[src/rtl/euler_tour_next_edge_builder_defines.svh]
// Assertion macros for the Euler-tour successor builder.
// Depends on nothing; the asserting module must have i_clk and i_rst_n.
`ifndef EULER_TOUR_NEXT_EDGE_BUILDER_DEFINES_SVH
`define EULER_TOUR_NEXT_EDGE_BUILDER_DEFINES_SVH

// Check cons in the same cycle as ante.
`define ETNB_ASSERT_SAME(lbl, ante, cons, msg) \
    lbl: assert property (@(posedge i_clk) disable iff (!i_rst_n) (ante) |-> (cons)) \
        else $error(msg);

// Check cons in the cycle after ante.
`define ETNB_ASSERT_NEXT(lbl, ante, cons, msg) \
    lbl: assert property (@(posedge i_clk) disable iff (!i_rst_n) (ante) |=> (cons)) \
        else $error(msg);

`endif

[src/rtl/etnb_pkg.sv]
// Shared types and constants of the Euler-tour successor builder.
// Depends on nothing.
package etnb_pkg;

    localparam int MAX_NODES_DEF = 1024;
    localparam int PARENT_W      = 10;
    localparam int EDGE_W        = 11;
    localparam int CMDQ_DEPTH    = 2;
    localparam int RESQ_DEPTH    = 2;

    typedef logic [1:0] t_kind;

    localparam t_kind CMD_LOAD  = 2'd0;
    localparam t_kind CMD_LAST  = 2'd1;
    localparam t_kind CMD_QUERY = 2'd2;

    typedef struct packed {
        t_kind                kind;
        logic                 has_parent;
        logic [PARENT_W-1:0]  parent;
        logic [EDGE_W-1:0]    edge_req;
    } t_cmd;

    typedef struct packed {
        logic  valid;
        t_cmd  cmd;
    } t_cmdq;

    typedef struct packed {
        logic               next_valid;
        logic [EDGE_W-1:0]  next_edge;
        logic [EDGE_W-1:0]  first_edge;
    } t_res;

endpackage

[src/rtl/etnb_fifo.sv]
// Small register queue used for the request and result paths.
// Depends on nothing.
module etnb_fifo #(
    parameter type t_data = logic,
    parameter int  DEPTH  = 2
) (
    input  logic  i_clk,
    input  logic  i_rst_n,
    input  logic  i_push,
    input  t_data i_data,
    output logic  o_full,
    input  logic  i_pop,
    output logic  o_empty,
    output t_data o_data
);
    localparam int PW = (DEPTH > 1) ? $clog2(DEPTH) : 1;
    localparam int CW = $clog2(DEPTH + 1);

    t_data         r_mem [DEPTH];
    logic [PW-1:0] r_wr, n_wr;
    logic [PW-1:0] r_rd, n_rd;
    logic [CW-1:0] r_count, n_count;
    logic          push_ok, pop_ok;

    assign o_full  = (r_count == CW'(DEPTH));
    assign o_empty = (r_count == '0);
    assign o_data  = r_mem[r_rd];
    assign push_ok = i_push & ~o_full;
    assign pop_ok  = i_pop & ~o_empty;

    always_comb begin
        n_wr    = r_wr;
        n_rd    = r_rd;
        n_count = r_count + CW'(push_ok) - CW'(pop_ok);
        if (push_ok) begin
            n_wr = (r_wr == PW'(DEPTH - 1)) ? '0 : r_wr + 1'b1;
        end
        if (pop_ok) begin
            n_rd = (r_rd == PW'(DEPTH - 1)) ? '0 : r_rd + 1'b1;
        end
    end

    always_ff @(posedge i_clk) begin
        if (!i_rst_n) begin
            r_wr    <= '0;
            r_rd    <= '0;
            r_count <= '0;
        end else begin
            r_wr    <= n_wr;
            r_rd    <= n_rd;
            r_count <= n_count;
        end
    end

    always_ff @(posedge i_clk) begin
        if (push_ok) begin
            r_mem[r_wr] <= i_data;
        end
    end

endmodule

[src/rtl/etnb_front.sv]
// Front end: takes requests, classifies them and queues them for the back end.
// Depends on etnb_pkg and etnb_fifo.
module etnb_front (
    input  logic                           i_clk,
    input  logic                           i_rst_n,
    input  logic                           i_push,
    input  logic                           i_func,
    input  logic                           i_has_parent,
    input  logic [etnb_pkg::PARENT_W-1:0]  i_parent,
    input  logic                           i_last,
    input  logic [etnb_pkg::EDGE_W-1:0]    i_edge_req,
    input  logic                           i_hold,
    output logic                           o_full,
    output etnb_pkg::t_cmdq                o_cmdq,
    input  logic                           i_pop
);
    import etnb_pkg::*;

    t_cmd cmd_in;
    t_cmd q_data;
    logic q_full;
    logic q_empty;

    always_comb begin
        cmd_in.has_parent = i_has_parent;
        cmd_in.parent     = i_parent;
        cmd_in.edge_req   = i_edge_req;
        priority if (i_func) begin
            cmd_in.kind = CMD_QUERY;
        end else if (i_last) begin
            cmd_in.kind = CMD_LAST;
        end else begin
            cmd_in.kind = CMD_LOAD;
        end
    end

    assign o_full = q_full | i_hold;

    etnb_fifo #(
        .t_data (t_cmd),
        .DEPTH  (CMDQ_DEPTH)
    ) u_cmdq (
        .i_clk   (i_clk),
        .i_rst_n (i_rst_n),
        .i_push  (i_push & ~o_full),
        .i_data  (cmd_in),
        .o_full  (q_full),
        .i_pop   (i_pop),
        .o_empty (q_empty),
        .o_data  (q_data)
    );

    assign o_cmdq.valid = ~q_empty;
    assign o_cmdq.cmd   = q_data;

endmodule

[config.mk]
export PLATFORM = sky130hd
export DESIGN_NAME = etnb_front
export DESIGN_NICKNAME = d
export VERILOG_FILES = /design/src/rtl/euler_tour_next_edge_builder_defines.svh /design/src/rtl/etnb_pkg.sv /design/src/rtl/etnb_fifo.sv /design/src/rtl/etnb_front.sv
export SDC_FILE = /design/constraint.sdc
export NUM_CORES = 1
export LEC_CHECK = 0
export BUFFER_PORTS_ARGS = -buffer_cell sky130_fd_sc_hd__buf_2
export CAP_MARGIN = 20
export CELL_PAD_IN_SITES_DETAIL_PLACEMENT = 0
export CELL_PAD_IN_SITES_GLOBAL_PLACEMENT = 2
export CORE_MARGIN = 2
export CORE_UTILIZATION = 40
export DETAILED_ROUTE_END_ITERATION = 10
export GPL_ROUTABILITY_DRIVEN = 0
export PLACE_DENSITY_LB_ADDON = 0.3
export SLEW_MARGIN = 40
export SYNTH_ARGS = -nofsm -noshare
export SYNTH_HDL_FRONTEND = slang
export SYNTH_HIERARCHICAL = 1
export SYNTH_SLANG_ARGS = --single-unit
[constraint.sdc]
create_clock -name i_clk -period 3.4 [get_ports i_clk]
set_clock_uncertainty 0.05 [all_clocks]
set_input_delay 0.17 -clock i_clk [delete_from_list [all_inputs] [get_ports i_clk]]
set_output_delay 0.17 -clock i_clk [all_outputs]
set_load 0.02 [all_outputs]
==> metrics.yaml, run 1 <==
status: "finished clean"
finalNetCount: 208
critPathLaunchType: "flip-flop"
dp_slack_ns: 1.100
clk-insertion-delay-late_ns: 0.29
cp_max_fo: 13
rsz0062_at_grt: "false"
firstDrtPassIters: 4
dieWidth_um: 76.39
drt-total-wl_um: 3368
cts-hold-fix-buffers: 4
path_buf_inv: 2
fin_area_sq_um: 2634
wl_per_cell_um: 13.58
pwr-share-seq: 0.465
critical_path.slowest_cell: "nor2_2"
cts_buffers: 5
syn_area_sq_um: 2096
fillers: 445
fin_crit_sh: 0.6689
grt_usage: 0.1203
multiInputGateArea_sq_um: 490.5
ios: 55
postRouteAntennaNets: 0
holdCritPathClass: "in -> reg"
area.growth.synth_to_final_pct: 25.67
cts_resized: 0
timing.fmax_ghz: 0.4397
clk_path_buf_depth: 2
timing.final.ws_setup_ns: 1.126
tritoncts: "done"
ir_drop_v: 0.0003387
syn_nets: 137
die_area_sq_um: 5835
drc: 0
syn-instance-count: 106
ys_warn_count: 6
setup-tns-final_ns: 0
slew_viol_final: 0
diodes: 0
syn_avg_cell_area_sq_um: 19.77
grt_pass1_wl_um: 5368
root_buffer: "clkbuf_8"
worst_path_dominant_cell_family: "simple AND/OR/NAND/NOR gates"
maxCapViolations: 0
max_stage_delay_ns: 0.54
yosys.cell_types.count: 21
fin_util: 0.5190
pwr-share-clk: 0.221
grt_antenna_before_repair: 0
critPathKind: "reg -> reg"
drive_above_1_share: 0.4944
dp_hpwl_um: 2383
cts_setup_buffers: 0
io_buffers: 54
grt_max_degree: 16
worstSetupEndpointType: "flip-flop"
holdPathStages: 1
finalSetupViolations: 0
period_minus_slack_ns: 2.274
leakage_nw: 1.063
clkTransAtPathRegs_ns: 0.09
path_cells: "nand2b_1 -> inv_1 -> nor3b_1 -> nand2_1 -> nor2_2 -> buf_4"
drt_iter0_drc: 90
tightestPinTransition_ns: 0.7531
ys_seq_elements: 53
p_int_w: 0.001298
via_count: 1094
core_area_sq_um: 5075
pwr-share-comb: 0.314
reg2reg_depth: 6
initial_core_util: 0.4130
place_area_sq_um: 2427
overflow: 0
relSlewSlack: 0.4972
cp.arrival_ns: 2.22
netSwitchingFraction: 0.2969
placementRows: 26
die_h_um: 76.39
critPathRequiredTime_ns: 3.34
path_depth: 6
register_area_sq_um: 1541
post_drt_via_cell_ratio: 4.411
cts.sinks: 53
power.density_nw_per_um2: 701.1
power.switching_w: 0.0005481
report.final.hold_viol_count: 0
yosysSeqAreaShare: 0.7355
first_global_vias: 1089
htree_levels: 2
path summary, 6_finish.rpt:
path	start	endpoint	slack (ns)
worst max-delay path	u_cmdq/r_count[0]	u_cmdq/r_mem[0][1]	1.13
worst min-delay path	i_has_parent	u_cmdq/r_mem[1][21]	0.01
worst max register to register	u_cmdq/r_count[0]	u_cmdq/r_mem[0][1]	1.13
worst min register to register	u_cmdq/r_wr	u_cmdq/r_wr	0.46
power by group through the flow:
stage | clock network [W] | logic [W] | registers [W]
after detailed placement | 0 | 0.000581 | 0.000876
after global routing | 0.000453 | 0.000626 | 0.000870
after floorplan | 0 | 0.000490 | 0.000840
after CTS | 0.000418 | 0.000585 | 0.000861
after global placement | 0 | 0.000572 | 0.000870
final | 0.000408 | 0.000580 | 0.000859
state kept, by name (all words and copies together) (netlist names), named ones only:
signal and flops:
u_cmdq/r_mem 48, u_cmdq/r_count 2, u_cmdq/r_rd 1, u_cmdq/r_wr 1
per-stage QoR:
stage	power [W]	instances	hold WS, ns
2_1_floorplan	0.001330	106	0.2189
3_3_place_gp	0.001442	230	0.3104
3_5_place_dp	0.001457	230	0.3139
4_1_cts	0.001865	242	0.0001076
5_1_grt	0.001948	248	-0.0005773
6_report	0.001846	248	0.01444
cells in the final DEF (no fill, tap or decap):
cell type and n:
and2_1 2, and3_1 1, buf_2 54, buf_4 3
bufinv_16 1, clkbuf_1 1, clkbuf_8 5, clkinv_1 1
dfxtp_1 5, dlygate4sd3_1 10, edfxtp_1 48, ha_1 2
inv_1 4, mux2_2 4, mux2_4 20, mux2i_1 1
nand2_1 2, nand2b_1 2, nor2_1 4, nor2_2 1
nor2b_1 1, nor3_1 1, nor3b_1 1, o21a_1 1
or2_1 1, xnor2_1 1, xor2_1 1
layer usage:
metal / routed length (um) / track usage / vias to the layer above / share of wire
li1: - / - / 532 / -
met1: 1442 / 0.1473 / 521 / 0.43
met2: 1689 / 0.1965 / 37 / 0.50
met3: 188 / 0.04028 / 4 / 0.056
met4: 48 / 0.04909 / 0 / 0.014
met5: 0 / 0 / - / 0
area by class of cell:
class,instances,area share
tap,70,0.03325
inverter,4,0.005701
timing repair buffer,67,0.1492
clock inverter,2,0.01283
clock buffer,6,0.02755
multi-input combinational,46,0.1862
sequential,53,0.5853
kinds of logic (layout without fill, tap and decap cells):
| group | Yosys count | count (layout) | synth area share |
|---|---|---|---|
| AOI/OAI and AO/OA | 1 | 1 | 0.003583 |
| buffers and inverters | 7 | 79 | 0.03164 |
| DFF | 53 | 53 | 0.7355 |
| and+or+nand+nor | 16 | 16 | 0.03941 |
| adders and majority gates | 2 | 2 | 0.01194 |
| muxes | 25 | 25 | 0.1696 |
| xor gates and xnor gates | 2 | 2 | 0.008360 |
synth_stat cells, drive strengths merged:
library cell	count	area, sq um
and2	2	12.51
and3	1	6.260
buf	3	51.30
dfxtp	5	100.1
edfxtp	48	1441
ha	2	25.02
inv	4	15.01
mux2	24	345.3
mux2i	1	10.01
nand2	2	7.510
nand2b	2	12.51
nor2	5	18.77
nor2b	1	6.260
nor3	1	5.000
nor3b	1	7.510
o21a	1	7.510
or2	1	6.260
xnor2	1	8.760
xor2	1	8.760
Note: power is estimated with default switching activity, not from simulation.
==> run 2, diff against run 1 <==
ABC_AREA = 1   (was unset)
CORE_UTILIZATION = 36   (was 40)
clock period = 2.2 ns   (was 3.4 ns; I/O delays follow)
==> metrics.yaml, run 2 <==
place_inst: 249  # +8.3%
yosys.cell_types.count: 14  # -33%
largest_reg_flops: 48  # unchanged
die_h_um: 80.76  # +5.7%
synth.largest_area_cell: "edfxtp_1"
area.growth.synth_to_final_pct: 32.09
syn-instance-count: 121  # +14%
endpoint: "u_cmdq/r_count[1]"
dieWidth_um: 80.76  # +5.7%
finalSetupViolations: 0  # unchanged
tritoncts: "done"
fin_util: 0.4996  # -0.01943
overflow: 0  # unchanged
yosys-top-cells-count: "edfxtp_1 (48), mux2_4 (20), inv_1 (14)"
grt_max_degree: 18  # +2
syn_avg_cell_area_sq_um: 17.53  # -11%
netlist_top_cells_area: "edfxtp_1 (68%), mux2_4 (14%), dfxtp_1 (4.7%)"
critPathLaunchType: "flip-flop"
timing.final.ws_setup_ns: 0.3258  # -0.7998 ns
grtUsageMet1: 0.1389  # -0.008425
fin_crit_sh: 0.8519  # +0.1830
slew_viol_final: 0  # unchanged
path_buf_inv: 5  # +3
placementRows: 27  # +3.8%
htree_levels: 2  # unchanged
report.final.hold_viol_count: 0  # unchanged
grt_util_met3: 0.03444  # -0.005840
p_int_w: 0.001831  # +41%
critPathRequiredTime_ns: 2.36  # -0.98 ns
core_area_sq_um: 5608  # +11%
clk_path_buf_depth: 2  # unchanged
holdCritPathClass: "in -> reg"
syn_nets: 152  # +11%
worst-r2r-setup-slack_ns: 0.33  # -0.80 ns
regMostFlops: "u_cmdq/r_mem"
grt_antenna_before_repair: 0  # unchanged
drt_iter0_drc: 18  # -80%
grt_usage: 0.1148  # -0.005468
post-synth-top-count-cell: "edfxtp_1"
io_buffers: 54  # unchanged
wl_per_cell_um: 12.56  # -7.5%
synth_edf_count: 48  # unchanged
dp_slack_ns: 0.3103  # -0.7893 ns
firstDrtPassIters: 4  # unchanged
timing.fmax_ghz: 0.5336  # +21%
cpMostUsedCell: "inv_1"
worst_path_dominant_cell_family: "simple AND/OR/NAND/NOR gates"
syn_area_sq_um: 2121  # +1.2%
rsz0062_at_grt: "false"
pwr-share-comb: 0.306  # -0.008
grt.busiest_layer: "met2"
fin_area_sq_um: 2801  # +6.4%
final_cell_mix: "buf_2 (54), edfxtp_1 (48), dlygate4sd3_1 (24)"
path_depth: 14  # +8
r2r_start: "u_cmdq/r_count[0]"
power.density_nw_per_um2: 944.7  # +35%
mostFrequentLayoutCell: "buf_2"
status: "finished clean"
drt-total-wl_um: 3529  # +4.8%
leakage_nw: 1.163  # +9.4%
synth_top_area_frac: 0.6796  # -0.008115
met2_usage: 0.1933  # -0.003127
postRouteAntennaNets: 0  # unchanged
finalNetCount: 239  # +15%
cts-hold-fix-buffers: 24  # +20
cts_setup_buffers: 0  # unchanged
ios: 55  # unchanged
cts_buffers: 5  # unchanged
ys_warn_count: 6  # unchanged
critical_path.slowest_cell: "dfxtp_1"
reg2reg_depth: 14  # +8
setup-tns-final_ns: 0  # unchanged
synth-async-reset-ratio: 0  # unchanged
cp.arrival_ns: 2.03  # -0.19 ns
finalNonFillerCells: 281  # +13%
netSwitchingFraction: 0.3081  # +0.01124
via_count: 1195  # +9.2%
clk-insertion-delay-late_ns: 0.30  # about the same
die_area_sq_um: 6521  # +12%
power.switching_w: 0.0008154  # +49%
diodes: 0  # unchanged
maxCapViolations: 0  # unchanged
cts.sinks: 53  # unchanged
ir_drop_v: 0.0004298  # +27%
worstSetupEndpointType: "flip-flop"
tightestPinTransition_ns: 0.3780  # -0.3751 ns
synth_flop_cell: "edfxtp_1"
place_area_sq_um: 2471  # +1.8%
path_cells: "inv_1 -> nand2_1 -> inv_1 -> inv_1 -> nand2_2 -> nor2_2 -> nand2_1 -> ha_1 -> inv_1 -> ha_1 -> inv_1 -> nand2_1 -> a21oi_1 -> nor2_1"
relSlewSlack: 0.7480  # +0.2507
pwr-share-clk: 0.205  # -0.016
first_global_vias: 1198  # +10%
drc: 0  # unchanged
cts_resized: 0  # unchanged
critPathKind: "reg -> reg"
period_minus_slack_ns: 1.874  # -0.4002 ns
grt_pass1_wl_um: 5547  # +3.3%
initial_core_util: 0.3782  # -0.03479
dp_hpwl_um: 2513  # +5.5%
ys_seq_elements: 53  # unchanged
max_stage_delay_ns: 0.36  # -0.18 ns
cp_max_fo: 4  # -9
yosysSeqAreaShare: 0.7268  # -0.008679
post_drt_via_cell_ratio: 4.253  # -3.6%
root_buffer: "clkbuf_8"
drive_above_1_share: 0.4545  # -0.03984
pwr-share-seq: 0.489  # +0.024
reg2reg_to: "u_cmdq/r_count[1]"
top_regs: "u_cmdq/r_mem (48), u_cmdq/r_count (2)"
startpoint: "u_cmdq/r_count[0]"
clkTransAtPathRegs_ns: 0.09  # about the same
==> run 2: cell types whose count changed in the layout (fill, tap and decap cells not counted), sizes merged, moves of 3 or more <==
| cell | change |
|---|---|
| nand3 | +3 |
| inv | +11 |
| nand2 | +8 |
| nor2 | +5 |
| dlygate4sd3 | +14 |
==> run 2: through the flow <==
stage | hold WS [ns] | power, W
floorplan | 0.1535 | 0.001919
global placement | 0.2492 | 0.002093
detailed placement | 0.2540 | 0.002112
CTS | 0.05257 | 0.002690
global route | 0.07644 | 0.002804
finish | 0.06440 | 0.002646
==> run 2: metal layers <==
layer	part of all wire	routed length, um
met1	0.43	1512
met2	0.50	1768
met3	0.056	198
met4	0.014	50
met5	0	0
==> run 2: worst min path at each step <==
| stage | start | endpoint | cells past startpoint | slack (ns) |
|---|---|---|---|---|
| floorplan | i_rst_n | u_cmdq/r_count[0] | 2 | 0.15 |
| global placement | i_edge_req[4] | u_cmdq/r_mem[0][4] | 1 | 0.25 |
| detailed placement | i_edge_req[7] | u_cmdq/r_mem[0][7] | 1 | 0.25 |
| CTS | i_pop | flip-flop | 4 | 0.05 |
| global route | i_pop | flip-flop | 4 | 0.08 |
| finish | i_pop | flip-flop | 4 | 0.06 |
==> run 2: cells by family after synthesis <==
| logic type | count (synthesis) | synth area share |
|---|---|---|
| simple gates | 23 | 0.04484 |
| mux | 24 | 0.1628 |
| flops | 53 | 0.7268 |
| fa+ha+maj | 2 | 0.01180 |
| compound gates | 2 | 0.004720 |
| buf+inv | 17 | 0.04897 |
==> run 2: power groups by stage <==
stage	combinational (W)	clock [W]	sequential (W)
6_report	0.000810	0.000542	0.00129
5_1_grt	0.000892	0.000607	0.00131
4_1_cts	0.000829	0.000565	0.00130
3_5_place_dp	0.000792	0	0.00132
3_3_place_gp	0.000782	0	0.00131
2_1_floorplan	0.000639	0	0.00128
==> run 2: worst min-delay path, delay by kind of cell <==
family	cells	cell delay, ns
buffers and inverters	1	0.09
AND/OR/NAND/NOR	3	0.19
==> run 2: final cells by class <==
| cell class | count | area [sq um] |
|---|---|---|
| Fill cell | 521 | 2806 |
| Clock buffer | 5 | 68.82 |
| Sequential cell | 53 | 1543 |
| Multi-Input combinational cell | 51 | 478.0 |
| Timing Repair Buffer | 83 | 548.0 |
| Tap cell | 72 | 90.09 |
| Clock inverter | 3 | 21.27 |
| Inverter | 14 | 52.55 |
